==> config.mk <==
export PLATFORM = sky130hd
export DESIGN_NAME = rmi_div_cell
export DESIGN_NICKNAME = d
export VERILOG_FILES = /design/src/rtl/rmi_pkg.sv /design/src/rtl/rmi_div_cell.sv
export SDC_FILE = /design/constraint.sdc
export NUM_CORES = 1
export LEC_CHECK = 0
export BUFFER_PORTS_ARGS = -buffer_cell sky130_fd_sc_hd__buf_2
export CAP_MARGIN = 20
export CELL_PAD_IN_SITES_DETAIL_PLACEMENT = 1
export CELL_PAD_IN_SITES_GLOBAL_PLACEMENT = 2
export CORE_MARGIN = 1.5
export CORE_UTILIZATION = 24
export CTS_CLUSTER_SIZE = 25
export DETAILED_ROUTE_END_ITERATION = 10
export GPL_ROUTABILITY_DRIVEN = 0
export PLACE_DENSITY_LB_ADDON = 0.15
export SLEW_MARGIN = 15
export SYNTH_ARGS = -nofsm -noshare
export SYNTH_HDL_FRONTEND = slang
export SYNTH_SLANG_ARGS = --single-unit
export TNS_END_PERCENT = 1
==> constraint.sdc <==
create_clock -name clk -period 4.3 [get_ports clk]
set_clock_uncertainty 0.1 [all_clocks]
set_input_delay 1.075 -clock clk [delete_from_list [all_inputs] [get_ports clk]]
set_output_delay 1.075 -clock clk [all_outputs]
set_load 0.01 [all_outputs]
==> src/rtl/rmi_pkg.sv <==
// rmi_pkg: shared widths, register codes and the cell payload type
// used by rmi_div_cell and row_major_index_to_coords_core; no dependencies
`default_nettype none
package rmi_pkg;

  localparam int unsigned NUM_DIMS  = 4;
  localparam int unsigned IDX_W     = 31;
  localparam int unsigned DIM_W     = 16;
  localparam int unsigned RANK_W    = 3;
  localparam int unsigned CFG_IDX_W = 3;
  localparam int unsigned DSEL_W    = $clog2(NUM_DIMS);
  localparam int unsigned NUM_CELLS = NUM_DIMS * IDX_W;

  typedef enum logic [CFG_IDX_W-1:0] {
    REG_ACTIVE_RANK = 3'd0,
    REG_DIM_SIZE_0  = 3'd1,
    REG_DIM_SIZE_1  = 3'd2,
    REG_DIM_SIZE_2  = 3'd3,
    REG_DIM_SIZE_3  = 3'd4
  } rmi_reg_t;

  typedef struct packed {
    logic                               valid;
    logic [DIM_W-1:0]                   part;
    logic [IDX_W-1:0]                   work;
    logic [NUM_DIMS-1:0][DIM_W-1:0]     coord;
  } rmi_cell_t;

endpackage
`default_nettype wire

==> src/rtl/rmi_div_cell.sv <==
// rmi_div_cell: one restoring division step, registered
// depends on rmi_pkg
`default_nettype none
module rmi_div_cell (
  input  logic                        clk,
  input  logic                        rst_n,
  input  logic [rmi_pkg::DIM_W-1:0]   divisor,
  input  logic                        step_last,
  input  logic [rmi_pkg::DSEL_W-1:0]  dim_sel,
  input  rmi_pkg::rmi_cell_t          cell_in,
  output rmi_pkg::rmi_cell_t          cell_out
);
  import rmi_pkg::*;

  logic [DIM_W:0]   trial;
  logic             ge;
  logic [DIM_W:0]   diff;
  logic [DIM_W-1:0] part_new;
  rmi_cell_t        cell_nxt;
  logic             valid_r;
  rmi_cell_t        data_r;

  always_comb begin
    trial    = {cell_in.part, cell_in.work[IDX_W-1]};
    ge       = (trial >= {1'b0, divisor});
    diff     = trial - {1'b0, divisor};
    part_new = ge ? diff[DIM_W-1:0] : trial[DIM_W-1:0];
    cell_nxt = cell_in;
    cell_nxt.work = {cell_in.work[IDX_W-2:0], ge};
    if (step_last) begin
      // remainder becomes the coordinate, quotient carries on
      cell_nxt.coord[dim_sel] = part_new;
      cell_nxt.part           = '0;
    end else begin
      cell_nxt.part = part_new;
    end
  end

  always_ff @(posedge clk) begin
    if (!rst_n) begin
      valid_r <= 1'b0;
    end else begin
      valid_r <= cell_in.valid;
    end
  end

  always_ff @(posedge clk) begin
    data_r <= cell_nxt;
  end

  always_comb begin
    cell_out       = data_r;
    cell_out.valid = valid_r;
  end

endmodule
`default_nettype wire

## Word-level counts from Yosys, hierarchy flattened

Cells that the tools add are included.

| cells by class | value |
|---|---|
| $add $sub $neg | 1 |
| magnitude comparators | 3 |
| mux-type cells | 5 |
| reductions and logical operators | 1 |

Operators with widths:

| cell | number |
|---|---|
| 64-bit bitwise mux | 1 |
| 64-bit 2-to-1 mux | 1 |
| 16-bit demux with 2-bit select | 1 |
| 16-bit 2-to-1 mux | 2 |
| 17-bit by 16-bit >= comparator with 1-bit output | 1 |
| 16-bit subtractor | 1 |
| 2-bit by 3-bit less-than comparator with 1-bit output (second input constant) | 1 |
| 2-bit by 1-bit >= comparator with 1-bit output (second input constant) | 1 |
| 1-bit logical AND | 1 |

| word-level totals | value |
|---|---|
| flip-flop bits (word level) | 112 |
| input bits | 133 |
| output and inout bits | 112 |

## Longest topological paths before layout

| logic depth | value |
|---|---|
| word-level depth | 6 |
| depth in mapped cells | 12 |
| depth with buffers taken out | 11 |

## Worst setup path before layout

No wires, ideal clock.

| timing path | value |
|---|---|
| path type | in2reg |
| start point | in cell_in[94] (netlist name) |
| end point | reg data_r (netlist bit cell_out[14]) |
| arrival time | 3.278 ns |
| slack | 0.790 ns |
| stages on the path | 11 |
| path through | inv_1 -> ha_1 -> inv_1 -> fa_1 -> a211oi_1 -> o31ai_2 -> a211oi_1 -> nor4b_1 -> or3_1 -> mux2i_4 -> a21oi_1 |

RTL lines:

| item | line | source |
|---|---|---|
| start: declaration | rmi_div_cell.sv:10 | `input rmi_pkg::rmi_cell_t cell_in,` |
| end signal: assignment | rmi_div_cell.sv:48 | `data_r <= cell_nxt;` |
| end: declaration | rmi_div_cell.sv:21 | `rmi_cell_t data_r;` |

==> results.sh <==
export IMPL_yosys_top_cells_area="dfxtp_1, o21ai_0, nand2_1"
export IMPL_areaGrowthSynthToFinish_pct=41.34
export IMPL_finalNetCount=839
export IMPL_worstSetupPathType="primary input to flip-flop"
export IMPL_rsz0062_at_grt="no"
export IMPL_drc=0
export IMPL_netlist_area_um2=4283
export IMPL_static_leakage_power_nw=3.046
export IMPL_place_area_um2=5743
export IMPL_finalCritPeriodShare_pct=82.44
export IMPL_ys_seq_elements=112
export IMPL_final_core_util_pct=34.88
export IMPL_grt_pass1_vias=4041
export IMPL_cp_start_kind="primary input"
export IMPL_synth_compound_area_share_pct=15.63
export IMPL_drv_slew=0
export IMPL_crit_required_ps=4430
export IMPL_drive_gt1_share_pct=41.07
export IMPL_cap_violations=0
export IMPL_setup_viol=0
export IMPL_grt_pass1_wl_um=22840
export IMPL_ys_warn_count=0
export IMPL_grt_antenna_before_repair=4
export IMPL_cts_buffers=9
export IMPL_multiInputGateArea_um2=1839
export IMPL_synth_common_cells="dfxtp_1, nand2_1, o21ai_0"
export IMPL_hold_viol_final=0
export IMPL_final_cell_area_um2=6053
export IMPL_setup_slack_ps=755.0
export IMPL_antenna_left=0
export IMPL_period_minus_slack_ps=3545
export IMPL_synth_most_common_cell="dfxtp_1"
export IMPL_portBuffers=244
export IMPL_cts_htree_levels=3
export IMPL_fin_total_pwr_mw=2.588
export IMPL_first_pass_iters=4
export IMPL_synthAdderAreaFrac_pct=5.142
export IMPL_drtIter0Drc=110
export IMPL_synth_top_family_by_area="compound AO/OA/AOI/OAI gates"
export IMPL_synth_largest_area_cell="dfxtp_1"
export IMPL_netlist_instances=447
export IMPL_arrival_ps=3680
export IMPL_fillers=2117
export IMPL_synthXorXnorAreaFrac_pct=1.840
export IMPL_cts_tree="yes"
export IMPL_cp_end_kind="flip-flop"
export IMPL_whs_path_depth=1
export IMPL_max_slew_margin_pct=35.31
export IMPL_synthMuxAreaShare_pct=5.551
export IMPL_yosysUniqueCellTypes=52
export IMPL_antennaDiodeCount=0
export IMPL_yosysSeqAreaShare_pct=52.35
export IMPL_tns_ps=0
export IMPL_rows=48
export IMPL_die_w_um=136.6
export IMPL_synthesis_nets=597
export IMPL_worst_pin_slew_ps=967.7
export IMPL_postCtsSetupRepairBufs=0
export IMPL_die_h_um=136.6
export IMPL_hpwl_um=12990
export IMPL_max_freq_ghz=0.2821
export IMPL_ctsResizeCount=0
export IMPL_netlist_area_leader_share_pct=52.35
export IMPL_root_buffer="clkbuf_16"
export IMPL_fp_dieArea_um2=18660
export IMPL_synth_edf_count=0
export IMPL_viasPerCell=4.369
export IMPL_routed_via_count=4015
export IMPL_finalWirelength_um=15560
export IMPL_instances_no_fill=919
export IMPL_overflow=0
export IMPL_pre_cts_slack_ps=337.6
export IMPL_wl_per_cell_um=16.93
export IMPL_ir_drop_mv=0.1777
export IMPL_grt_usage_pct=16.38
export IMPL_seqCellArea_um2=2242
export IMPL_holdBufCountCts=0
export IMPL_place_inst=903
export IMPL_io_pins=245
export IMPL_clock_sinks=112
export IMPL_cts_path_max_buffers=2
export IMPL_start_util_pct=24.68
export IMPL_yosys_most_used_dff="dfxtp_1"
export IMPL_yosys_area_share_simple_pct=14.78
export IMPL_coreArea_um2=17360
export IMPL_power_density_nw_per_um2=427.5
export IMPL_status="finished, final reports clean"
export IMPL_synthArstFlopShare_pct=0
export IMPL_clk_pin_slew_ps=80
export IMPL_hp_class="primary input to flip-flop"
export IMPL_synth_avg_cell_area_um2=9.581
export IMPL_cp_max_fo=5
export IMPL_grt_start_max_net_pins=29
export IMPL_hold_ws_ps=717.9
[kinds of logic after synthesis]
logic type / after synthesis
compound gates: 115
xor+xnor: 9
fa+ha+maj: 17
buf+inv: 42
flops: 112
mux: 15
simple gates: 137
[layout by cell type, fill, tap and decap left out, drive strengths merged, types with 4 or more instances in the layout]
| cell type | n |
|---|---|
| inv | 23 |
| nand2b | 4 |
| nor2 | 32 |
| nor2b | 5 |
| nand2 | 62 |
| o21ai | 64 |
| xor2 | 5 |
| nor3 | 4 |
| mux2i | 15 |
| buf | 254 |
| a21o | 5 |
| a211oi | 4 |
| a21oi | 22 |
| clkbuf | 9 |
| xnor2 | 4 |
| dfxtp | 112 |
| ha | 16 |
| nand3 | 7 |
[power by group]
part | leakage, nW | internal [mW] | switching, mW
clock | 0.152 | 0.466 | 0.406
sequential | 0.943 | 1.13 | 0.0211
combinational | 1.95 | 0.240 | 0.329
[final cells by class]
type / instances / area share, %
Clock inverter: 7 / 1.406
Tap cell: 225 / 4.651
Timing Repair Buffer: 254 / 21.62
Sequential cell: 112 / 37.04
Clock buffer: 9 / 3.721
Multi-Input combinational cell: 293 / 30.38
Inverter: 19 / 1.178
[per-layer routing]
metal / vias up / GRT usage [%] / part of all wire, %
li1: 2003 / - / -
met2: 142 / 28.06 / 47
met5: - / 0 / 0.34
met3: 21 / 5.148 / 9.0
met1: 1841 / 19.49 / 42
met4: 8 / 5.024 / 1.4
[worst paths after layout]
kind,slack (ps),from,endpoint
max,750,cell_in[94],cell_out[14]
min,720,cell_in[80],cell_out[81]
[state kept, by name, summed over array words and instances, names as in the netlist]
| name | flops |
|---|---|
| valid_r | 1 |
| cell_out | 111 |
[critical path, cell delays in order]
cell and delay, ps:
buf_2 110, inv_1 50, ha_1 150, inv_1 60, fa_1 400, a211oi_1 400
o31ai_2 190, a211oi_1 400, nor4b_1 90, or3_1 410, mux2i_4 250, a21oi_1 100
No activity file was read; power rests on OpenSTA's default activity.
